**src/hdl/mvm_pkg.sv**
```systemverilog
package mvm_pkg;

  localparam int IDX_W     = 4;
  localparam int DATA_W    = 16;
  localparam int SUM_W     = 32;
  localparam int CNT_W     = 5;
  localparam int CFG_IDX_W = 1;
  localparam int ACC_W     = 2 * DATA_W + CNT_W + 1;

  localparam logic CMD_MAT = 1'b0;
  localparam logic CMD_VEC = 1'b1;

  localparam logic [CFG_IDX_W-1:0] CFG_ROW_COUNT = 1'b0;
  localparam logic [CFG_IDX_W-1:0] CFG_COL_COUNT = 1'b1;

  localparam logic [CNT_W-1:0] CNT_RESET = 5'd16;

  localparam logic signed [ACC_W-1:0] ACC_SUM_MAX =
    {{(ACC_W - SUM_W + 1){1'b0}}, {(SUM_W - 1){1'b1}}};
  localparam logic signed [ACC_W-1:0] ACC_SUM_MIN =
    {{(ACC_W - SUM_W + 1){1'b1}}, {(SUM_W - 1){1'b0}}};

  typedef enum logic {
    S_IDLE,
    S_RUN
  } state_t;

  typedef struct packed {
    logic             valid;
    logic             first;
    logic             last_col;
    logic             last_row;
    logic             err;
    logic [IDX_W-1:0] row;
  } mac_ctl_t;

  typedef struct packed {
    logic signed [SUM_W-1:0] sum;
    logic [IDX_W-1:0]        row_out;
    logic                    size_error;
    logic                    last_out;
  } result_t;

endpackage

```
**src/hdl/mvm_mac.sv**
```systemverilog
module mvm_mac import mvm_pkg::*; (
  input  logic                     clk,
  input  logic                     rst,
  input  mac_ctl_t                 ctl,
  input  logic signed [DATA_W-1:0] mat_data,
  input  logic signed [DATA_W-1:0] vec_data,
  output logic                     push,
  output result_t                  res
);

  logic signed [2*DATA_W-1:0] prod;
  logic signed [ACC_W-1:0]    acc;
  mac_ctl_t                   ctl_p;
  mac_ctl_t                   ctl_a;
  logic signed [SUM_W-1:0]    sat_sum;

  always_ff @(posedge clk) begin
    prod <= mat_data * vec_data;
    if (ctl_p.valid) begin
      if (ctl_p.first) begin
        acc <= ACC_W'(prod);
      end else begin
        acc <= acc + ACC_W'(prod);
      end
    end
  end

  always_ff @(posedge clk) begin
    if (rst) begin
      ctl_p <= '0;
      ctl_a <= '0;
    end else begin
      ctl_p <= ctl;
      ctl_a <= ctl_p;
    end
  end

  always_comb begin
    if (acc > ACC_SUM_MAX) begin
      sat_sum = ACC_SUM_MAX[SUM_W-1:0];
    end else if (acc < ACC_SUM_MIN) begin
      sat_sum = ACC_SUM_MIN[SUM_W-1:0];
    end else begin
      sat_sum = acc[SUM_W-1:0];
    end
  end

  assign push           = ctl_a.valid && ctl_a.last_col;
  assign res.sum        = ctl_a.err ? '0 : sat_sum;
  assign res.row_out    = ctl_a.err ? '0 : ctl_a.row;
  assign res.size_error = ctl_a.err;
  assign res.last_out   = ctl_a.last_row;

endmodule

```
**config.mk**
```make
export PLATFORM = sky130hd
export DESIGN_NAME = mvm_mac
export DESIGN_NICKNAME = d
export VERILOG_FILES = /design/src/hdl/mvm_pkg.sv /design/src/hdl/mvm_mac.sv
export SDC_FILE = /design/constraint.sdc
export NUM_CORES = 1
export LEC_CHECK = 0
export BUFFER_PORTS_ARGS = -buffer_cell sky130_fd_sc_hd__clkbuf_2
export CAP_MARGIN = 20
export CORE_MARGIN = 5
export CORE_UTILIZATION = 40
export DETAILED_ROUTE_END_ITERATION = 8
export SKIP_LAST_GASP = 1
export SYNTH_ARGS = -nofsm -noshare
export SYNTH_HDL_FRONTEND = slang
export SYNTH_SLANG_ARGS = --single-unit
```
**constraint.sdc**
```tcl
create_clock -name clk -period 6.6 [get_ports clk]
set_input_delay 0.66 -clock clk [delete_from_list [all_inputs] [get_ports clk]]
set_output_delay 0.66 -clock clk [all_outputs]
set_load 0.05 [all_outputs]
```
======== Word level (Yosys, flattened, before mapping) ========
Index checks and enable logic that the tools add are counted.
storage, ports and cells
  register bits ........................... 87
  logic and storage cells ................. 23
operators by class
  order comparisons ....................... 2
  multiply operators ...................... 1
  $add $sub $neg .......................... 1
  multiplexer cells ....................... 5
  reductions and logical operators ........ 1
operators by type and width
  cell                    number
  $mux W32                3
  $add A38 B32 Y38        1
  $gt A38 B32 Y1 const B  1
  $lt A38 B32 Y1 const B  1
  $mux W38                1
  $mul A16 B16 Y32        1
  $mux W4                 1
  $logic_and A1 B1 Y1     1

======== Logic depth before layout (Yosys ltp) ========
  word-level depth ........................ 4
  mapped depth ............................ 24

======== Worst setup path before layout ========
No wires, ideal clock.
  kind .................................... input -> register
  start point ............................. input port vec_data[1]
  end point ............................... register prod[29]
  arrival time ............................ 5.973 ns
  required time ........................... 6.528 ns
  library setup time ...................... 0.072 ns
  cell stages on the path ................. 19
  buffers on the path ..................... 1
  slack ................................... 0.554 ns
  path through ............................ clkbuf_1 -> nand2_1 -> inv_1 -> fa_1 -> fa_1 -> fa_1 -> fa_1 -> fa_1 -> fa_1 -> ha_1 -> a21o_1 -> a21o_1 -> a21o_1 -> a21oi_1 -> o21ai_0 -> a21oi_1 -> nor2b_1 -> a211oi_1 -> xnor2_1
on the way
  cells in the longest elaborated chain, start to end .. 1
RTL lines
  item                    line           RTL
  start: declaration      mvm_mac.sv:6   input logic signed [DATA_W-1:0] vec_data,
  $mul A16 B16 Y32        mvm_mac.sv:18  prod <= mat_data * vec_data;
  end signal: assignment  mvm_mac.sv:18
  end: declaration        mvm_mac.sv:11  logic signed [2*DATA_W-1:0] prod;
No other way between the ends.
A chain may end at the register's enable or synchronous reset.

======== Worst setup path after layout ========
  start point ............................. input port mat_data[6]
  end point ............................... register prod[31]
on the way
  cells in the longest elaborated chain, start to end .. 1
RTL lines
  item                line           RTL
  start: declaration  mvm_mac.sv:5   input logic signed [DATA_W-1:0] mat_data,
  $mul A16 B16 Y32    mvm_mac.sv:18
No other way between the ends.

==> out/metrics.cfg <==
[detailed_routing]
drt_iter0_drc=431
ant_nets=0
drc_errors=0
wl_mm=34.2
wl_per_cell_um=15.9
vias=10638
dr.pass1.iters=5
via_per_inst=4.94

[cells_and_area]
regArea_um2=2120
areaGrowthSynthToFinish_pct=7.74
multi_input_area_um2=11200
layout_common_cells=inv_1 (330), fa_1 (263), nand2_1 (171)
mostFrequentLayoutCell=inv_1
stdcell_area_um2=15900
antenna_cells=0
finalNetCount=2107
drive_gt1_share_pct=7.77
n_fill_cell=3621

[cts]
clock_latency_ns=0.35
cts-buffers-inserted=9
cts_tree=done
postCtsHoldBufs=0
clk_path_buf_depth=2
cts.sinks=87
clkTransAtPathRegs_ns=0.06
postCtsSetupRepairBufs=0
htreeDepth=3
cts_root_buffer=clkbuf_16
post_cts_resized=0

[run_status]
status=complete, no violations

[synth]
synth_edf_count=38
ys_seq_area_share_pct=14.4
syn_area_um2=14800
synth-async-reset-ratio_pct=0
synthFlopType=dfxtp_1
ys_top_cells_by_area=fa_1 (36%), ha_1 (10%), inv_1 (8.4%)
ys_seq_elements=87
avgSynthCellArea_um2=9.04
synth_top_area_share_pct=35.7
synthCells=1632
yosys.area.top_type=fa_1
syn-num-nets=2057
synth_cell_types=60
yosysWarnings=0

[worst_setup_path]
worstPathMaxFanout=16
worstSetupEndpointType=register
worstPathArrival_ns=6.34
startpoint=mat_data[6]
critPathLaunchType=input pin
cp.required_ns=6.83
worst-setup-path-type=in2reg
r2r_start=acc[0]

[flow_run]
cap_violations=0

[die]
fp.dieH_um=202
initial_utilization_pct=40.4
pin_count=82
dieWidth_um=202
dieArea_um2=40800
rows=70
core-area_um2=36500

[grt]
antenna_found_initial=0
grt_pass1_vias=11618
grt_pass1_wl_mm=58.9
grt_start_max_net_pins=66
track_usage_pct=17.5
grt-ovfl-total=0

[sta]
tns_ns=0
tightest_slew_ns=1.00
fmax_mhz=164
finalSetupViolations=0
rsz0062_at_grt=false
finalCritPeriodShare_pct=92.7
layout_min_cycle_time_ns=6.12
max_slew_margin_pct=33.2
hold_viol=0
maxSlewViolCount=0
holdWs_ns=0.436
finClkSkew_ns=0.00926

[place]
port_buffers=81
gp_congestion=0.854
dpl.hpwl_mm=28.4
dpl-instance-area_um2=15600

[worst_hold_path]
hold_path_startpoint=ctl_p[2]
hold_path.class=reg2reg

critical path, cell delays in order:
cell       delay, ns
clkbuf_2        0.27
and2_1          0.28
fa_1            0.54
inv_1           0.05
fa_1            0.42
fa_1            0.52
fa_1            0.54
inv_1           0.05
fa_1            0.49
fa_1            0.43
ha_1            0.37
o211ai_1        0.19
or2_1           0.30
o2111ai_2       0.23
nand2_1         0.13
o31ai_2         0.42
o21ai_1         0.19
o21ai_1         0.18
xnor2_1         0.08
per-layer routing:
metal | global-route usage [%] | wire length, um
met2 | 30.9 | 17000
met4 | 4.27 | 586
met1 | 23.1 | 15400
met3 | 1.93 | 1170
met5 | 0 | 0
synthesized netlist by cell type (all sizes together), types with 2 or more instances:
master and n:
a211oi 10, a21boi 2, or3 3, nor3 12
nand4 10, edfxtp 38, clkbuf 46, a31oi 6
and2 131, o211ai 7, or2 4, nand3 12
xor2 17, dfxtp 49, a21oi 58, nor2b 30
xnor2 46, and3 3, o31ai 6, fa 263
a221oi 3, o22ai 3, o21ai 70, o21bai 9
o21a 8, o2111ai 2, ha 119, a21o 26
nor2 107, buf 5, nor3b 4, inv 330
nand2 171, nand2b 9, a41oi 2
final timing paths:
path | to | slack (ns) | cells past startpoint
worst max-delay path | prod[31] | 0.48 | 19
worst min-delay path | ctl_a[2] | 0.44 | 1
worst max register to register | acc[36] | 3.63 | 12
worst min register to register | ctl_a[2] | 0.44 | 1
state kept, by name (all words and copies together), names as in the netlist:
name,count
acc,38
prod,32
ctl_p,9
ctl_a,6
res,2
stage by stage:
stage | std cells | setup slack (ns) | utilization (%)
after floorplan | 1632 | 0.554 | -
after global placement | 2138 | 0.179 | 42.7
after detailed placement | 2138 | 0.144 | 42.7
after CTS | 2154 | 0.488 | 43.5
after global routing | 2155 | 0.0915 | 43.5
final | 2155 | 0.484 | 43.5
cells by family (layout without fill, tap and decap cells):
kind of cell | Yosys count | count (layout) | share of synthesized area (%)
simple gates | 500 | 500 | 16.4
fa+ha+maj | 382 | 382 | 45.8
buf+inv | 381 | 436 | 9.80
compound gates | 217 | 217 | 9.78
flops | 87 | 87 | 14.4
xor+xnor | 63 | 63 | 3.74
mux | 2 | 2 | 0.144
layout make-up:
cell class	count	share of cell area, %
timing repair buffer	90	3.02
clock inverter	4	0.126
sequential	87	13.4
multi-input combinational	1164	70.4
tap	468	3.68
inverter	330	7.79
clock buffer	12	1.61
Power is not shown: default switching activity piles up to over one toggle a cycle in this logic, so the estimate is an artifact.
