<file path="config.mk">
export PLATFORM = sky130hd
export DESIGN_NAME = mvm_ram
export DESIGN_NICKNAME = d
export VERILOG_FILES = /design/src/hdl/mvm_ram.sv
export SDC_FILE = /design/constraint.sdc
export NUM_CORES = 1
export LEC_CHECK = 0
export BUFFER_PORTS_ARGS = -buffer_cell sky130_fd_sc_hd__buf_2
export CORE_MARGIN = 4
export CORE_UTILIZATION = 61
export DETAILED_ROUTE_END_ITERATION = 10
export GPL_ROUTABILITY_DRIVEN = 0
export PLACE_DENSITY_LB_ADDON = 0.12
export SETUP_SLACK_MARGIN = 0.4
export SYNTH_ARGS = -nofsm -noshare
export SYNTH_HDL_FRONTEND = slang
export SYNTH_SLANG_ARGS = --single-unit
</file>
<file path="constraint.sdc">
create_clock -name clk -period 2.9 [get_ports clk]
set_input_delay 0.58 -clock clk [delete_from_list [all_inputs] [get_ports clk]]
set_output_delay 0.58 -clock clk [all_outputs]
set_load 0.05 [all_outputs]
</file>
<file path="src/hdl/mvm_ram.sv">
module mvm_ram #(
  parameter int WIDTH = 16,
  parameter int DEPTH = 16,
  parameter int AW    = (DEPTH > 1) ? $clog2(DEPTH) : 1
) (
  input  logic             clk,
  input  logic             we,
  input  logic [AW-1:0]    waddr,
  input  logic [WIDTH-1:0] wdata,
  input  logic [AW-1:0]    raddr,
  output logic [WIDTH-1:0] rdata
);

  logic [WIDTH-1:0] mem [DEPTH];

  always_ff @(posedge clk) begin
    if (we) begin
      mem[waddr] <= wdata;
    end
  end

  always_ff @(posedge clk) begin
    rdata <= mem[raddr];
  end

endmodule

</file>
==> Word level (Yosys, flattened, before mapping) <==
Memories as Yosys holds them, arrays and structs flattened. A register that Yosys moved wholly into a read port is not among the register bits.
Index checks and enable logic that the tools add are counted.
Widths: inputs -> output; s select.
{ "op_classes": {"n_mux": 2} }
{ "op_table": {"columns": ["operator", "n"], "rows": [
  ["$mux 1", 2]
]} }
{ "totals": {"out_inout_bits": 16, "ramBits": 256, "input_bits": 26, "mem_count": 1, "register_bits": 0, "wordCells": 3} }
{ "memory_table": {"columns": ["memory", "depth", "word_bits", "read_ports", "rd_clocked_by_memory_dff", "write_ports", "line_no", "text"], "rows": [
  ["mem", 16, 16, 1, 1, 1, "14", "logic [WIDTH-1:0] mem [DEPTH];"]
]} }

==> Logic depth before layout (Yosys ltp) <==
Gate-level depths: netlist of the first run.
{ "logic_depth": {"word_depth": 2, "ltp_mapped": 5, "ltp_nobuf": 3} }

==> Worst setup path after synthesis of the first run <==
OpenSTA, ideal clock, no wires.
{ "synth_timing": {"path_kind": "input to register", "startpoint": "input waddr[2]", "endpoint": "memory mem[0][0], enable pin", "path_stages": 2, "arrival_time_ns": 2.226, "setup_slack_ns": 0.265, "required_time_ns": 2.491, "path_cell_list": "or3b_2 -> nor3_1"} }
{ "synth_rtl": {"columns": ["element", "line_no", "text"], "rows": [
  ["start, declared", "8", "input logic [AW-1:0] waddr,"],
  ["end, declared", "14", null]
]} }
No word-level cell before the write port.

==> Worst setup path after layout of the first run <==
{ "layout_timing": {"startpoint": "register rdata[9], read port of mem", "endpoint": "output rdata[9]"} }
{ "layout_rtl": {"columns": ["element", "line_no", "text"], "rows": [
  ["start, declared", "11", "output logic [WIDTH-1:0] rdata"]
]} }
No word-level cell between the ends.

==> flow_summary.json, run 1 <==
{
  "clk_pin_slew_ns": 0.07,
  "final_cells": 743,
  "grt_max_degree": 33,
  "die_w_um": 136.3,
  "clockPowerShare_pct": 41.0,
  "yosysSeqAreaShare_pct": 79.73,
  "timing.setup.tns_ns": 0,
  "outcome": "finished clean",
  "antenna_found_initial": 0,
  "drc": 0,
  "pre_cts_slack_ns": 0.6635,
  "cp.arrival_ns": 1.15,
  "syn_to_final_growth_pct": 15.10,
  "hp-class": "primary input to flip-flop",
  "fmax_mhz": 576.9,
  "worstSetupPathType": "flip-flop to output pin",
  "slew_headroom_pct": 73.01,
  "cts_root_buf": "clkbuf_16",
  "wire_per_inst_um": 27.09,
  "grt.total_usage_pct": 22.77,
  "boundaryPins": 42,
  "cp_num_cells": 1,
  "final_layout_size_suffix_gt1_share_pct": 33.78,
  "io_buffers": 41,
  "first_pass_iters": 5,
  "rr_startpoint": "mem[10][15]",
  "start_kind": "flip-flop",
  "worst_hold_slack_ns": 0.4282,
  "cts_buffer_depth": 3,
  "drt_iter0_markers": 371,
  "vias_per_cell": 6.273,
  "ys_types": 19,
  "required_ns": 2.32,
  "crit_start": "rdata[9]",
  "cts_max_level": 1,
  "p_switching_mw": 1.687,
  "post-route-period-util_pct": 59.77,
  "finalHoldViolations": 0,
  "ys.warnings.count": 0,
  "grt-ovfl-total": 0,
  "ant_nets": 0,
  "num_vias": 4661,
  "cp_max_fo": 1,
  "hpwlAfterDp_um": 10760,
  "ys_ff_latch": 272,
  "antenna_cells": 0,
  "p_comb_share_pct": 5.7,
  "die-area_um2": 18580,
  "die_h_um": 136.3,
  "synth_cells": 432,
  "cts_setup_buffers": 0,
  "p_int_mw": 6.610,
  "crit_path_end": "rdata[9]",
  "critPathSlowestCell": "dfxtp_1",
  "rows": 46,
  "fin_area_um2": 11560,
  "synth_area_per_cell_um2": 23.25,
  "syn-num-nets": 458,
  "p_seq_share_pct": 53.3,
  "coreArea_um2": 16000,
  "r2r_slack_ns": 1.59,
  "first_global_vias": 4837,
  "cts_tree": "done",
  "clk_latency_ns": 0.52,
  "cts_resized": 0,
  "ir_drop_v": 0.0004956,
  "critPathMaxStageDelay_ns": 0.36,
  "slew_violations": 0,
  "cp_top_family": "flip-flops",
  "fin_crit_ns": 1.733,
  "power_density_nw_per_um2": 717.8,
  "p_sw_share_pct": 20.33,
  "clock_skew_ns": 0.008732,
  "cp.buffers_inverters": 1,
  "grt_first_pass_wirelength_um": 30170,
  "start_util_pct": 62.77,
  "utilization_pct": 72.25,
  "drv_cap": 0,
  "tightest_slew_ns": 0.4048,
  "ff2ff_path_depth": 3,
  "drt-total-wl_um": 20130,
  "setup_viol": 0,
  "place_area_um2": 10700,
  "path_cells": "buf_2",
  "timing.rr.end": "rdata[15]",
  "hold_buffers": 0,
  "rsz0062_at_grt": "no",
  "leakagePower_nw": 3.824,
  "end_kind": "output pin",
  "cts_made_buffers": 26,
  "place_inst": 696,
  "cts.sinks": 272,
  "setup_ws_ns": 1.167,
  "power.total_mw": 8.297,
  "netlist_area_um2": 10040,
  "fin_nets": 534
}
power by group through the flow:
stage,Combinational [mW],Clock [mW],Sequential [mW]
4_1_cts,0.482,3.46,4.42
3_3_place_gp,0.471,0,4.50
5_1_grt,0.507,3.64,4.42
3_5_place_dp,0.479,0,4.50
2_1_floorplan,0.214,0,4.59
6_report,0.475,3.40,4.42
synthesized netlist by cell type:
| cell | n | area share, % |
|---|---|---|
| a22oi_1 | 32 | 2.4 |
| clkbuf_1 | 8 | 0.30 |
| dfxtp_1 | 16 | 3.2 |
| nor2_1 | 13 | 0.49 |
| mux4_2 | 54 | 12 |
| nand3b_1 | 2 | 0.15 |
| nor2b_1 | 2 | 0.12 |
| buf_4 | 3 | 0.22 |
| mux4_1 | 10 | 2.6 |
| and2_1 | 1 | 0.062 |
| or3b_2 | 1 | 0.087 |
| nor3_1 | 4 | 0.20 |
| buf_2 | 3 | 0.15 |
| nand2_1 | 17 | 0.64 |
| buf_6 | 4 | 0.45 |
| buf_1 | 3 | 0.11 |
| nand3_1 | 1 | 0.050 |
| nand2b_1 | 2 | 0.12 |
| edfxtp_1 | 256 | 77 |
how the worst min path moves through the flow:
stage | startpoint | to | slack [ns] | depth (start not counted)
finish | wdata[5] | mem[2][5] | 0.43 | 1
global route | wdata[1] | mem[0][1] | 0.43 | 1
CTS | wdata[3] | mem[13][3] | 0.41 | 1
detailed placement | mem[15][14] | rdata[14] | 0.66 | 3
global placement | mem[11][9] | rdata[9] | 0.65 | 3
floorplan | mem[14][0] | rdata[0] | 0.63 | 3
cell type report:
class	count	area (um2)
clock buffers	32	694.4
fillers	976	4441
repair buffers	69	455.4
well taps	216	270.3
clock inverters	15	170.2
multi-input cells	139	1962
flip-flops and latches	272	8008
layout by cell type, fill, tap and decap left out:
master     netlist  routed
a22oi_1         32      32
and2_1           1       1
buf_12           0       3
buf_2            3      40
buf_4            3      26
bufinv_16        0       4
clkbuf_1         8       5
clkbuf_16        0      27
clkinv_1         0       4
clkinv_2         0       7
dfxtp_1         16      16
edfxtp_1       256     256
mux4_1          10      10
mux4_2          54      54
nand2_1         17      17
nand2b_1         2       2
nand3_1          1       1
nand3b_1         2       2
nor2_1          13       1
nor2_2           0      12
nor2b_1          2       2
nor3_2           0       4
or3b_2           1       1
flip-flops by register name, summed over array words and instances (netlist names):
| name | count |
|---|---|
| mem | 256 |
| rdata | 16 |
kinds of logic after synthesis:
family | synth area share [%]
simple gates | 1.918
mux | 14.73
flops | 79.73
compound gates | 2.392
buf+inv | 1.233
layer usage:
layer / GRT usage, % / vias to the layer above / wire length [um]
met2: 36.87 / 204 / 10150
met3: 3.960 / 33 / 1570
met5: 0 / - / 0
met1: 32.75 / 2429 / 8028
met4: 6.607 / 0 / 382
li1: - / 1995 / -
Note: power is estimated with default switching activity, not from simulation.
==> run 2: changes to the inputs <==
clock period = 1.6 ns   (was 2.9 ns; I/O delays follow)
==> run 2 against run 1 <==
Clock power increased by 70%. First-iteration DRC count increased by 31%. Worst hold slack got worse by 0.27 ns. Worst setup slack got worse by 0.93 ns. Sequential cell count unchanged. Critical path depth unchanged. Critical path type unchanged. Core utilization increased by 4.2 points. Sequential share of layout area decreased by 3.6 points. Die area unchanged.
==> flow_summary.json, run 2 (synthesized netlist as in run 1, its figures left out) <==
{
  "outcome": "finished clean",
  "antenna_found_initial": 1,
  "reg_top3": "mem: 256 flops, rdata: 16 flops",
  "pre_cts_slack_ns": -0.1338,
  "vias_per_cell": 6.202,
  "ff2ff_path_depth": 3,
  "rr_startpoint": "mem[15][12]",
  "first_global_vias": 4934,
  "cts_root_buf": "clkbuf_16",
  "wire_per_inst_um": 25.81,
  "critPathSlowestCell": "dfxtp_2",
  "final_layout_size_suffix_gt1_share_pct": 44.92,
  "drt_iter0_markers": 485,
  "hp-class": "primary input to flip-flop",
  "largest_register_ffs": 256,
  "rows": 46,
  "first_pass_iters": 5,
  "hpwlAfterDp_um": 10780,
  "fin_area_um2": 12230,
  "required_ns": 1.28,
  "hold_depth": 1,
  "finalHoldViolations": 0,
  "regMostFlops": "mem",
  "critPathMaxStageDelay_ns": 0.36,
  "leakagePower_nw": 3.965,
  "drt-total-wl_um": 19540,
  "clk_pin_slew_ns": 0.06,
  "setup_ws_ns": 0.2379,
  "antenna_cells": 0,
  "cts_buffer_depth": 3,
  "ir_drop_v": 0.001008,
  "io_buffers": 41,
  "start_util_pct": 62.77,
  "place_area_um2": 11120,
  "r2r_slack_ns": 0.35,
  "grt-ovfl-total": 0,
  "hold_start": "wdata[8]",
  "path_cells": "buf_8",
  "fin_nets": 547,
  "cp_max_fo": 1,
  "coreArea_um2": 16000,
  "nFillCells": 884,
  "cts_max_level": 1,
  "power_density_nw_per_um2": 1220,
  "end_kind": "output pin",
  "cp_top_family": "flip-flops",
  "cts.sinks": 272,
  "drv_cap": 0,
  "final_common_cell": "edfxtp_1",
  "cp.buffers_inverters": 1,
  "cts_made_buffers": 26,
  "boundaryPins": 42,
  "start_kind": "flip-flop",
  "die_h_um": 136.3,
  "fin_crit_ns": 1.362,
  "clk_latency_ns": 0.53,
  "grt_max_degree": 30,
  "cts_tree": "done",
  "final_cell_mix": "edfxtp_1, mux4_2, clkbuf_16, buf_2, a22oi_2",
  "die_w_um": 136.3,
  "drc": 0,
  "rsz0062_at_grt": "yes",
  "post-route-period-util_pct": 85.13,
  "slew_violations": 0,
  "syn_to_final_growth_pct": 21.73,
  "crit_start": "rdata[11]",
  "tightest_slew_ns": 0.6022,
  "fmax_mhz": 734.2,
  "num_vias": 4695,
  "hold_buffers": 0,
  "grt_first_pass_wirelength_um": 30130,
  "ant_nets": 0,
  "setup_viol": 0,
  "timing.rr.end": "rdata[12]",
  "cp.arrival_ns": 1.04,
  "grt.total_usage_pct": 22.51,
  "whs_endpoint": "mem[14][8]",
  "clock_skew_ns": 0.01433,
  "power.total_mw": 14.91,
  "slew_headroom_pct": 59.67,
  "die-area_um2": 18580,
  "worstSetupPathType": "flip-flop to output pin"
}
run 2: cell count changes in the layout (fill, tap and decap cells not counted), sizes merged:
cell / delta
buf: +13
clkinv: +3
bufinv: -2
clkbuf: -1
clkinvlp: +1
run 2: how the worst max path moves through the flow:
stage,endpoint,slack [ns],depth (start not counted)
finish,rdata[11],0.24,1
global placement,rdata[3],-0.09,5
global route,rdata[11],0.21,1
floorplan,mem[0][0],-0.05,2
CTS,rdata[11],0.22,1
detailed placement,rdata[1],-0.13,5
run 2: worst reg2reg max path, cell delays in order (launching register included):
cell	delay (ns)
edfxtp_1	0.41
mux4_2	0.49
a22oi_1	0.15
nand2_1	0.08
run 2: what timing repair did:
action / 4_1_cts / 5_1_grt
setup buffers: 0 / 0
pin swaps: 7 / 1
resized for setup: 79 / 11
setup endpoints to repair: 31 / 32
run 2: metrics by stage:
stage	TNS, ns	hold slack [ns]	utilization [%]	cells
2_1_floorplan	-0.7927	0.4189	-	432
3_3_place_gp	-1.768	0.6470	69.49	709
3_5_place_dp	-2.254	0.6553	69.49	709
4_1_cts	0	0.1464	76.10	757
5_1_grt	0	0.1607	76.41	757
6_report	0	0.1599	76.41	757
run 2: cell type report:
type / count / area (um2) / share of cell area, %
Clock inverter: 17 / 138.9 / 1.136
Timing Repair Buffer: 82 / 947.2 / 7.747
Multi-Input combinational cell: 139 / 2160 / 17.66
Clock buffer: 31 / 679.4 / 5.557
Sequential cell: 272 / 8030 / 65.68
Tap cell: 216 / 270.3 / 2.211
run 2: report_power, final:
part | leakage (nW) | internal (mW) | switching, mW
Combinational | 1.12 | 0.472 | 0.603
Clock | 0.400 | 3.35 | 2.44
Sequential | 2.45 | 7.97 | 0.0700
run 2: layer usage:
layer / track usage (%) / vias to the layer above / share of wire (%)
li1: - / 2012 / -
met1: 32.93 / 2468 / 40
met2: 36.85 / 183 / 51
met3: 3.479 / 30 / 7.3
met4: 5.319 / 2 / 1.7
met5: 0 / - / 0.067
