### src/hdl/mvm_pkg.sv
package mvm_pkg;

  localparam int IDX_W     = 4;
  localparam int DATA_W    = 16;
  localparam int SUM_W     = 32;
  localparam int CNT_W     = 5;
  localparam int CFG_IDX_W = 1;
  localparam int ACC_W     = 2 * DATA_W + CNT_W + 1;

  localparam logic CMD_MAT = 1'b0;
  localparam logic CMD_VEC = 1'b1;

  localparam logic [CFG_IDX_W-1:0] CFG_ROW_COUNT = 1'b0;
  localparam logic [CFG_IDX_W-1:0] CFG_COL_COUNT = 1'b1;

  localparam logic [CNT_W-1:0] CNT_RESET = 5'd16;

  localparam logic signed [ACC_W-1:0] ACC_SUM_MAX =
    {{(ACC_W - SUM_W + 1){1'b0}}, {(SUM_W - 1){1'b1}}};
  localparam logic signed [ACC_W-1:0] ACC_SUM_MIN =
    {{(ACC_W - SUM_W + 1){1'b1}}, {(SUM_W - 1){1'b0}}};

  typedef enum logic {
    S_IDLE,
    S_RUN
  } state_t;

  typedef struct packed {
    logic             valid;
    logic             first;
    logic             last_col;
    logic             last_row;
    logic             err;
    logic [IDX_W-1:0] row;
  } mac_ctl_t;

  typedef struct packed {
    logic signed [SUM_W-1:0] sum;
    logic [IDX_W-1:0]        row_out;
    logic                    size_error;
    logic                    last_out;
  } result_t;

endpackage

### src/hdl/mvm_if.sv


interface mvm_result_if import mvm_pkg::*; ();
  logic                    valid;
  logic                    ready;
  logic signed [SUM_W-1:0] sum;
  logic [IDX_W-1:0]        row_out;
  logic                    size_error;
  logic                    last_out;

  modport source (output valid, sum, row_out, size_error, last_out, input ready);
  modport sink (input valid, sum, row_out, size_error, last_out, output ready);
endinterface

### src/hdl/mvm_res_fifo.sv
module mvm_res_fifo import mvm_pkg::*; (
  input  logic    clk,
  input  logic    rst,
  input  logic    push,
  input  result_t din,
  mvm_result_if.source result
);

  result_t    entries [2];
  logic       wr_ptr;
  logic       rd_ptr;
  logic [1:0] count;
  logic       pop;
  result_t    head;

  assign pop  = result.valid && result.ready;
  assign head = entries[rd_ptr];

  always_ff @(posedge clk) begin
    if (push) begin
      entries[wr_ptr] <= din;
    end
  end

  always_ff @(posedge clk) begin
    if (rst) begin
      wr_ptr <= 1'b0;
      rd_ptr <= 1'b0;
      count  <= 2'd0;
    end else begin
      if (push) begin
        wr_ptr <= ~wr_ptr;
      end
      if (pop) begin
        rd_ptr <= ~rd_ptr;
      end
      count <= count + {1'b0, push} - {1'b0, pop};
    end
  end

  assign result.valid      = (count != 2'd0);
  assign result.sum        = head.sum;
  assign result.row_out    = head.row_out;
  assign result.size_error = head.size_error;
  assign result.last_out   = head.last_out;

endmodule

### src/flat_wrapper.sv
// flat-port wrapper written by rule: the top's interface ports become plain ports
module mvm_res_fifo_flat import mvm_pkg::*;
  (clk, rst, push, din, result_valid, result_sum, result_row_out, result_size_error, result_last_out, result_ready);
  mvm_result_if result_i ();
  input  logic clk;
  input  logic rst;
  input  logic push;
  input  result_t din;
  output wire logic [$bits(result_i.valid)-1:0] result_valid;
  output wire logic [$bits(result_i.sum)-1:0] result_sum;
  output wire logic [$bits(result_i.row_out)-1:0] result_row_out;
  output wire logic [$bits(result_i.size_error)-1:0] result_size_error;
  output wire logic [$bits(result_i.last_out)-1:0] result_last_out;
  input wire logic [$bits(result_i.ready)-1:0] result_ready;
  assign result_valid = result_i.valid;
  assign result_sum = result_i.sum;
  assign result_row_out = result_i.row_out;
  assign result_size_error = result_i.size_error;
  assign result_last_out = result_i.last_out;
  assign result_i.ready = result_ready;
  mvm_res_fifo u_core (.clk(clk), .rst(rst), .push(push), .din(din), .result(result_i));
endmodule
### config.mk
export PLATFORM = sky130hd
export DESIGN_NAME = mvm_res_fifo_flat
export DESIGN_NICKNAME = d
export VERILOG_FILES = /design/src/hdl/mvm_pkg.sv /design/src/hdl/mvm_if.sv /design/src/hdl/mvm_res_fifo.sv /design/src/flat_wrapper.sv
export SDC_FILE = /design/constraint.sdc
export NUM_CORES = 1
export LEC_CHECK = 0
export BUFFER_PORTS_ARGS = -buffer_cell sky130_fd_sc_hd__buf_2
export CAP_MARGIN = 20
export CORE_MARGIN = 5
export CORE_UTILIZATION = 25
export DETAILED_ROUTE_END_ITERATION = 12
export MAX_ROUTING_LAYER = met4
export PLACE_DENSITY = 0.53
export RECOVER_POWER = 25
export SYNTH_ARGS = -nofsm -noshare
export SYNTH_HDL_FRONTEND = slang
export SYNTH_SLANG_ARGS = --single-unit
### constraint.sdc
create_clock -name clk -period 7.7 [get_ports clk]
set_clock_uncertainty 0.15 [all_clocks]
set_input_delay 1.54 -clock clk [delete_from_list [all_inputs] [get_ports clk]]
set_output_delay 1.54 -clock clk [all_outputs]
set_load 0.02 [all_outputs]
# Yosys cells after proc, flatten, opt, wreduce, memory -nomap -nowiden

Memories as Yosys holds them, arrays and structs flattened. A register that Yosys moved wholly into a read port is not among the register bits.
Index checks and enable logic that the tools add are counted.

Reductions and logical operators: 2
Div/mod/pow operators: 0
Multipliers: 0
Add/subtract/negate cells: 2
Shifts and indexed selects: 0
$lt $le $gt $ge: 0
Equal/unequal tests: 0
Multiplexer cells: 4
Bitwise operators: 2

Operators by type and width:

| kind                | number |
|---|---|
| $mux W1             | 4 |
| $add A2 B1 Y2       | 1 |
| $not A1 Y1          | 2 |
| $reduce_bool A2 Y1  | 1 |
| $sub A2 B1 Y2       | 1 |
| $logic_and A1 B1 Y1 | 1 |

Output and inout bits: 39
Register bits: 4
Logic and storage cells: 14
ROM bits: 0
Bits in latches: 0
RAM bits: 76
Bits of input ports: 42
Memories kept: 1

Memory list:

| memory         | words | width | rd ports | clocked after Yosys merged registers in | write ports | line              | RTL |
|---|---|---|---|---|---|---|---|
| u_core.entries | 2     | 38    | 1        | 1                                       | 1           | mvm_res_fifo.sv:9 | `result_t entries [2];` |

# Longest topological paths before layout

Gate-level depths: netlist of the first run.

Depth in word-level cells: 4
Depth in mapped cells: 6
Depth with buffers taken out: 6

# Worst setup path before layout of the first run

OpenSTA, ideal clock, no wires.

Path kind: input to register
From: input push
To: memory u_core.entries[0][0] (netlist name) (enable)
Setup time: 0.438 ns
Required time: 7.112 ns
Arrival time: 3.244 ns
Buffers on the path: 0
Stages on the path: 1
Path slack: 3.868 ns
Path through: nor2b_1

Longest elaborated chain between the ends: 2

RTL lines:

| item                          | line               | RTL |
|---|---|---|
| from (decl)                   | flat_wrapper.sv:7  | `input logic push;` |
| $mux W1                       | mvm_res_fifo.sv:20 | `if (push) begin` |
| $mux W1 (not written as such) | mvm_res_fifo.sv:21 | `entries[wr_ptr] <= din;` |
| to (decl)                     | mvm_res_fifo.sv:9  |  |

Every way passes these cells.

==> metrics, run 1 <==
CP startpoint kind=flip-flop; Cell Area, Placed=around 3700 um2; Yosys top cell area share=74.6%; gpl congestion=approximately 0.59; CTS tree=done; Final setup viols=0; Pleak=1.49 nW; Cell Area, Synth=between 3000 and 4000 um2; ys async rst share=0%; cell taking the most area after synthesis=edfxtp_1; maximum VDD drop=roughly 0.14 mV; Final min period=3410 ps; row count=40; Post-CTS Setup Inserts=0; Yosys Warn Count=0; # port buffers=80; status=finished clean; post-CTS resize count=0; fillers=1208; Worst EP required=approximately 6000 ps; cts hold-fix bufs=0; Comb pwr share=22.6%; total power=between 1 and 1.5 mW; placed insts=approximately 370; top_reg_cell synth=edfxtp_1; Nets=273; die height=around 120 um; Arrival @ worst endpoint=approximately 1700 ps; Switching Share=about a quarter; Cells after Synth=140; CTS clk-pin slew, worst paths=approximately 60 ps; FF-to-FF setup slack=5920 ps; die width=between 100 and 150 um; count leader, synth=edfxtp_1; crit-path max FO=24; Hold Path Class=flip-flop to flip-flop; fin area=3930 um2; Vias/cell=just under 4; synthesis-stage register bit count=81; DRT antenna net count=0; P_sw=between 300 and 400 uW; Final period util=between 40 and 50%; area of the multi-input gates=roughly 640 um2; DP Wirelength=~3700 um; register area share after synthesis=between 70% and 80%; # IOs=just over 80; WL/cell=between 10 and 15 um; Clk pwr share=between 30% and 40%; GRT Util Overall=roughly 8.1%; Max Fclk=293 MHz; R2R cell count=1; largest net degree at the start of global routing=39; initial drt markers=64; global-route wire length before repair=around 8600 um; Fin Setup TNS=0 ps; area of all sequential standard cells=approximately 2400 um2; WL final=between 5000 and 6000 um; measured slew at the worst slew-check pin=982 ps; Hold Path Depth=2; Initial Util=25.5%; r2r startpoint=u_core.wr_ptr; vias post-DR=1500; Max-cap violations=0; DR DRC count=0; Int Power=about 900 uW; Detailed Routing Iterations Pass 1=3; Final Util=between 30% and 40%; CTS buffer count=9; unrepaired setup endpoints after global routing=false; sequential share of power=44.9%; clock sinks=between 80 and 90; remaining global-route overflow=0; ratio of cells with drive above 1 in the final layout=between 50% and 60%; Synth area leaders=edfxtp_1 (75%), mux2_4 (9.8%), mux2_2 (7.4%); die area=14600 um2; synth cell count leaders=edfxtp_1 (76), mux2_2 (20), mux2_4 (20), dfxtp_1 (5); Clock Latency Late Sink=around 320 ps; Synth Area per Inst=between 20 and 25 um2; CTS root buffer=clkbuf_16; vias in the first global route=between 1500 and 2000; Clock H-tree levels=3; post-synthesis net count=between 150 and 200; Max clock buf depth=2; Power per Cell Area=307 nW/um2; Max Slew Vio Count=0; hold endpoint=u_core.wr_ptr; Final Instance Count excl. Fillers=between 300 and 400; HP Start=u_core.wr_ptr; P&R area growth vs syn=28.4%; EDFF count, synth=between 70 and 80; Worst slew margin=between 30% and 40%; Cell variety after synth=15; Worst setup EP type=output pin; critical path class=flip-flop to output pin; Core Box Area=~12000 um2; final hold viol count=0; r2r endpoint=u_core.entries[1][20]; initial antenna violation count=1
metal layers:
layer	wire (um)	part of all wire, %	track usage (%)	vias to the layer above
li1	-	-	-	723
met2	2670	50	12.9	44
met3	354	6.6	3.37	10
met4	95	1.8	3.82	0
met5	0	0	-	-
met1	2230	42	8.78	723
logic make-up (layout without fill, tap and decap cells):
kind of cell               Yosys count  count (layout)  share of synthesized area (%)
adders and majority gates            2               2                          0.818
AOI/OAI and AO/OA                    1               1                          0.245
muxes                               40              40                           17.2
and+or+nand+nor                      8               8                           1.39
buffers and inverters                6              99                           1.51
other                                0               1                              0
DFF                                 81              81                           77.8
xor gates and xnor gates             2               2                           1.02
worst max-delay path, stage by stage (launching register included):
cell     delay (ps)
dfxtp_2         600
buf_12          260
mux2_2          370
buf_2           160
metrics by stage:
step	setup WS [ps]	hold slack (ps)
finish	4290	434
global route	4160	462
CTS	4210	432
detailed placement	4580	422
global placement	4260	411
floorplan	3870	346
how the worst max path moves through the flow:
stage	start	to	slack [ps]	depth (start not counted)
after detailed placement	flip-flop	result_row_out[1]	4580	3
after global placement	flip-flop	result_sum[8]	4260	2
after global routing	flip-flop	result_row_out[1]	4160	3
final	flip-flop	result_row_out[1]	4290	3
after CTS	flip-flop	result_row_out[1]	4210	3
after floorplan	push	u_core.entries[0][0]	3870	1
state kept, by name, summed over array words and instances (netlist names), named ones only:
register and count:
u_core.rd_ptr 1, u_core.wr_ptr 1, u_core.entries 76, u_core.count 2
layout by cell type (no fill, tap or decap):
cell / count
clkinv_2: 1
edfxtp_1: 76
or2_2: 1
dfxtp_1: 4
xnor2_1: 1
buf_12: 1
clkbuf_1: 10
buf_2: 70
mux2_2: 20
o21a_1: 1
xnor3_1: 1
inv_1: 2
clkbuf_16: 9
ha_1: 2
nor2b_1: 2
bufinv_16: 1
and2_2: 1
nor2_1: 3
diode_2: 1
buf_16: 1
clkinv_1: 4
dfxtp_2: 1
nor2b_4: 1
mux2_4: 20
power groups by stage:
stage               Clock [mW]  Sequential [mW]  Combinational [mW]
floorplan                    0            0.537               0.211
global placement             0            0.569               0.251
detailed placement           0            0.551               0.279
CTS                      0.408            0.542               0.281
global route             0.430            0.545               0.297
finish                   0.392            0.540               0.272
layout make-up:
type / count / share of cell area, %
Antenna cell: 1 / 0.0637
Multi-Input combinational cell: 53 / 16.3
Sequential cell: 81 / 60.7
Clock buffer: 9 / 5.73
Tap cell: 147 / 4.68
Clock inverter: 6 / 1.27
Inverter: 2 / 0.191
Timing Repair Buffer: 82 / 11.1
Power figures use the tool's default switching activity.
==> inputs of run 2 (changes only) <==
clock period = 3.15 ns   (was 7.7 ns; I/O delays follow)
==> metrics, run 2 (synthesis gave the netlist of run 1 again) <==
gr busiest metal=met2 (unchanged); row count=40 (unchanged); maximum single-stage delay on the critical path=660 ps (was 600 ps); initial antenna violation count=0 (was 1); Initial Util=25.5% (unchanged); Vias/cell=4.01 (was 3.94); routing usage on met1=9.33% (was 8.78%); Final min period=2560 ps; Arrival @ worst endpoint=1780 ps (was 1720 ps); pre-CTS setup slack=905 ps (was 4580 ps); WL/cell=15.0 um (was 14.0 um); Nets=275 (was 273); ANT cells=0 (was 1); # IOs=81 (unchanged); Max Slew Vio Count=0 (unchanged); # port buffers=80 (unchanged); CP cell instances=buf_12 > mux2_2 > buf_2 (unchanged); gpl congestion=0.667 (was 0.586); crit-path max FO=22 (was 24); global-route wire length before repair=8830 um (was 8560 um); CTS buffer count=9 (unchanged); largest net degree at the start of global routing=23 (was 39); Max Fclk=~390 MHz; status=finished clean (unchanged); vias post-DR=1536 (was 1500); GRT Util Overall=8.52% (was 8.09%); die width=121 um (unchanged); Final period util=between 80% and 90%; unrepaired setup endpoints after global routing=false (unchanged); die height=121 um (unchanged); remaining global-route overflow=0 (unchanged); WL final=5760 um (was 5350 um); max FFs per register=76 (unchanged); Final setup viols=0 (unchanged); Max clock buf depth=2 (unchanged); fillers=1202 (was 1208); critical path's top delay family=flip-flops (unchanged); Core Box Area=12000 um2 (unchanged); initial drt markers=63 (was 64); Worst slew margin=60.9% (was 34.5%); FF-to-FF setup slack=1530 ps (was 5920 ps); Clock Latency Late Sink=330 ps (was 320 ps); Top reg by flops=u_core.entries (unchanged); vias in the first global route=1656 (was 1644); DRT antenna net count=0 (unchanged); Regs by FF count=u_core.entries: 76 flops, u_core.count: 2 flops (unchanged); commonest cells after routing, fill and taps aside=edfxtp_1 (76), buf_2 (70), mux2_4 (20), mux2_2 (20), clkbuf_1 (13) (was edfxtp_1 (76), buf_2 (70), mux2_4 (20), mux2_2 (20), clkbuf_1 (10)); area of the multi-input gates=641 um2 (unchanged); Pleak=1.50 nW (was 1.49 nW); die area=14600 um2 (unchanged); ratio of cells with drive above 1 in the final layout=54.7% (was 54.5%); CTS tree=done (unchanged); PnR worst setup slack=587 ps (was 4290 ps); Fin Setup TNS=0 ps (unchanged); Max-cap violations=0 (unchanged); DP Wirelength=3960 um (was 3670 um); Power per Cell Area=772 nW/um2 (was 307 nW/um2); critical path class=flip-flop to output pin (unchanged); Worst EP required=2370 ps (was 6010 ps); clock sinks=81 (unchanged); CTS clk-pin slew, worst paths=60 ps (about the same); CP max-delay cell=dfxtp_2 (unchanged); Worst setup EP type=output pin (unchanged); DR DRC count=0 (unchanged); CP startpoint kind=flip-flop (unchanged); most common cell after layout, fill and taps aside=edfxtp_1 (unchanged); hold slack final=337 ps (was 434 ps); Detailed Routing Iterations Pass 1=4 (was 3); Clock H-tree levels=3 (unchanged); Post-CTS Setup Inserts=0 (unchanged); area of all sequential standard cells=2380 um2 (unchanged); met3 Usage GRT=3.27% (was 3.37%); cts hold-fix bufs=0 (unchanged); crit path buf inv count=2 (unchanged); P&R area growth vs syn=29.5% (was 28.4%); maximum VDD drop=0.292 mV (was 0.136 mV); CTS root buffer=clkbuf_16 (unchanged); Hold Path Class=input pin to flip-flop (was flip-flop to flip-flop); met2 Use GR=13.4% (was 12.9%); measured slew at the worst slew-check pin=585 ps (was 982 ps); final hold viol count=0 (unchanged); post-CTS resize count=0 (unchanged)
run 2: final timing paths:
| check | startpoint | to | cells after the start |
|---|---|---|---|
| worst max register to register | u_core.wr_ptr | u_core.entries[1][15] | 2 |
| worst max-delay path | flip-flop | result_size_error | 3 |
| worst min-delay path | din[4] | u_core.entries[1][4] | 1 |
| worst min register to register | u_core.wr_ptr | u_core.wr_ptr | 2 |
run 2: metal layers:
layer / vias to the layer above / wire length [um] / part of all wire, %
met4: 0 / 115 / 2.0
met3: 12 / 366 / 6.4
met2: 46 / 2920 / 51
li1: 725 / - / -
met1: 753 / 2360 / 41
met5: - / 0 / 0
run 2: power by group:
part           internal [mW]  leakage, nW  switching (mW)
Combinational          0.329        0.602           0.337
Sequential              1.27        0.755          0.0568
Clock                  0.689        0.146           0.377
Total                   2.29         1.50           0.771
run 2: stage by stage:
stage               total power, mW  utilization (%)  area (um2)  instances
floorplan                      1.83                -        3060        140
global placement               2.02             30.6        3670        367
detailed placement             2.04             30.6        3670        367
CTS                            3.13             33.1        3980        383
global route                   3.21             33.0        3960        383
finish                         3.06             33.0        3960        383
run 2: layout make-up:
| cell class | instances | share of cell area (%) |
|---|---|---|
| Clock buffer | 12 | 5.97 |
| Clock inverter | 4 | 1.71 |
| Inverter | 2 | 0.189 |
| Multi-Input combinational cell | 53 | 16.2 |
| Sequential cell | 81 | 60.2 |
| Tap cell | 147 | 4.64 |
| Timing Repair Buffer | 84 | 11.2 |
==> inputs of run 3 (changes only) <==
clock period = 2.5 ns   (was 3.15 ns; I/O delays follow)
==> metrics, run 3 (synthesis gave the netlist of run 1 again) <==
Core Box Area=12000 um2 (unchanged); WL/cell=13.8 um (was 15.0 um); critical path's top delay family=buffers and inverters (was flip-flops); gpl congestion=0.610 (was 0.667); CTS buffer count=9 (unchanged); Detailed Routing Iterations Pass 1=3 (was 4); Cell Area, Placed=3680 um2 (was 3670 um2); fillers=1199 (was 1202); Post-CTS Setup Inserts=0 (unchanged); DRT antenna net count=0 (unchanged); die area=14600 um2 (unchanged); DR DRC count=0 (unchanged); Power per Cell Area=949 nW/um2 (was 772 nW/um2); Final period util=around 85%; Hold Path Depth=1 (unchanged); Worst slew margin=81.9% (was 60.9%); cts hold-fix bufs=0 (unchanged); DP Wirelength=3420 um (was 3960 um); Top reg by flops=u_core.entries (unchanged); row count=40 (unchanged); CP max-delay cell=mux2_2 (was dfxtp_2); total power=3.76 mW (was 3.06 mW); Regs by FF count=u_core.entries: 76 flops, u_core.count: 2 flops (unchanged); vias post-DR=1532 (was 1536); hold slack final=213 ps (was 337 ps); HP Start=din[12] (was din[4]); placed insts=366 (was 367); crit-path max FO=38 (was 22); Pleak=1.50 nW (about the same); clock sinks=81 (unchanged); crit path buf inv count=2 (unchanged); global-route wire length before repair=8340 um (was 8830 um); remaining global-route overflow=0 (unchanged); largest net degree at the start of global routing=39 (was 23); commonest cells after routing, fill and taps aside=edfxtp_1 (76), buf_2 (70), mux2_4 (20), mux2_2 (20), clkbuf_1 (14) (was edfxtp_1 (76), buf_2 (70), mux2_4 (20), mux2_2 (20), clkbuf_1 (13)); Clock H-tree levels=3 (unchanged); Crit path depth=3 (unchanged); Fin Setup TNS=0 ps (unchanged); vias in the first global route=1655 (was 1656); max FFs per register=76 (unchanged); maximum VDD drop=0.361 mV (was 0.292 mV); CTS tree=done (unchanged); die height=121 um (unchanged); Vias/cell=4.01 (about the same); Worst EP required=1850 ps (was 2370 ps); unrepaired setup endpoints after global routing=false (unchanged); status=finished clean (unchanged); Final min period=roughly 2100 ps; critical path class=flip-flop to output pin (unchanged); FF-to-FF setup slack=970 ps (was 1530 ps); CP cell instances=buf_12 > mux2_2 > buf_2 (unchanged); post-CTS resize count=0 (unchanged); initial antenna violation count=0 (unchanged); Clock Latency Late Sink=320 ps (was 330 ps); measured slew at the worst slew-check pin=272 ps (was 585 ps); # port buffers=80 (unchanged); ratio of cells with drive above 1 in the final layout=54.9% (was 54.7%); die width=121 um (unchanged); r2r startpoint=u_core.count[1] (was u_core.wr_ptr); Hold Path Class=input pin to flip-flop (unchanged); maximum single-stage delay on the critical path=380 ps (was 660 ps); Arrival @ worst endpoint=1460 ps (was 1780 ps); Final Instance Count excl. Fillers=382 (was 383); initial drt markers=46 (was 63); Max-cap violations=0 (unchanged); Max Fclk=473 MHz; Nets=274 (was 275); Initial Util=25.5% (unchanged); P&R area growth vs syn=29.4% (was 29.5%); Max clock buf depth=2 (unchanged); final hold viol count=0 (unchanged); CTS clk-pin slew, worst paths=60 ps (about the same); GRT Util Overall=7.89% (was 8.52%); # IOs=81 (unchanged); WL final=5270 um (was 5760 um); CTS root buffer=clkbuf_16 (unchanged); Worst setup EP type=output pin (unchanged); fin area=3960 um2 (about the same); CP startpoint kind=flip-flop (unchanged); most common cell after layout, fill and taps aside=edfxtp_1 (unchanged); ANT cells=0 (unchanged); R2R cell count=6 (was 2); Final setup viols=0 (unchanged); Max Slew Vio Count=0 (unchanged)
==> run 3: cell count changes in the layout (fill, tap and decap cells not counted), sizes merged <==
cell    previous run  this run
buf               74        73
clkinv             2         1
clkbuf            22        25
bufinv             2         0
==> run 3: layout make-up <==
type	count	area [um2]	share of cell area (%)
repair buffers	83	448	11.3
multi-input cells	53	641	16.2
well taps	147	184	4.65
inverters	2	7.51	0.190
flip-flops and latches	81	2380	60.2
clock buffers	15	290	7.33
clock inverters	1	5.00	0.126
==> run 3: through the flow <==
step	util (%)	setup WS [ps]
after detailed placement	30.6	691
after global routing	33.0	311
after global placement	30.6	694
after CTS	33.1	329
final	33.0	387
after floorplan	-	415
==> run 3: final timing paths <==
path / end
worst min-delay path: u_core.entries[1][12]
worst max register to register: u_core.count[1]
worst min register to register: u_core.wr_ptr
worst max-delay path: result_row_out[3]
==> run 3: metal layers <==
layer	wire length (um)	global-route usage [%]	part of all wire (%)	vias up
met5	0	-	0	-
met2	2640	12.5	50	50
met4	110	4.04	2.1	0
li1	-	-	-	724
met1	2080	8.20	39	747
met3	440	3.74	8.3	11
==> run 3: power breakdown <==
part	internal, mW	switching, mW
Sequential	1.60	0.0337
Combinational	0.417	0.454
Clock	0.793	0.460
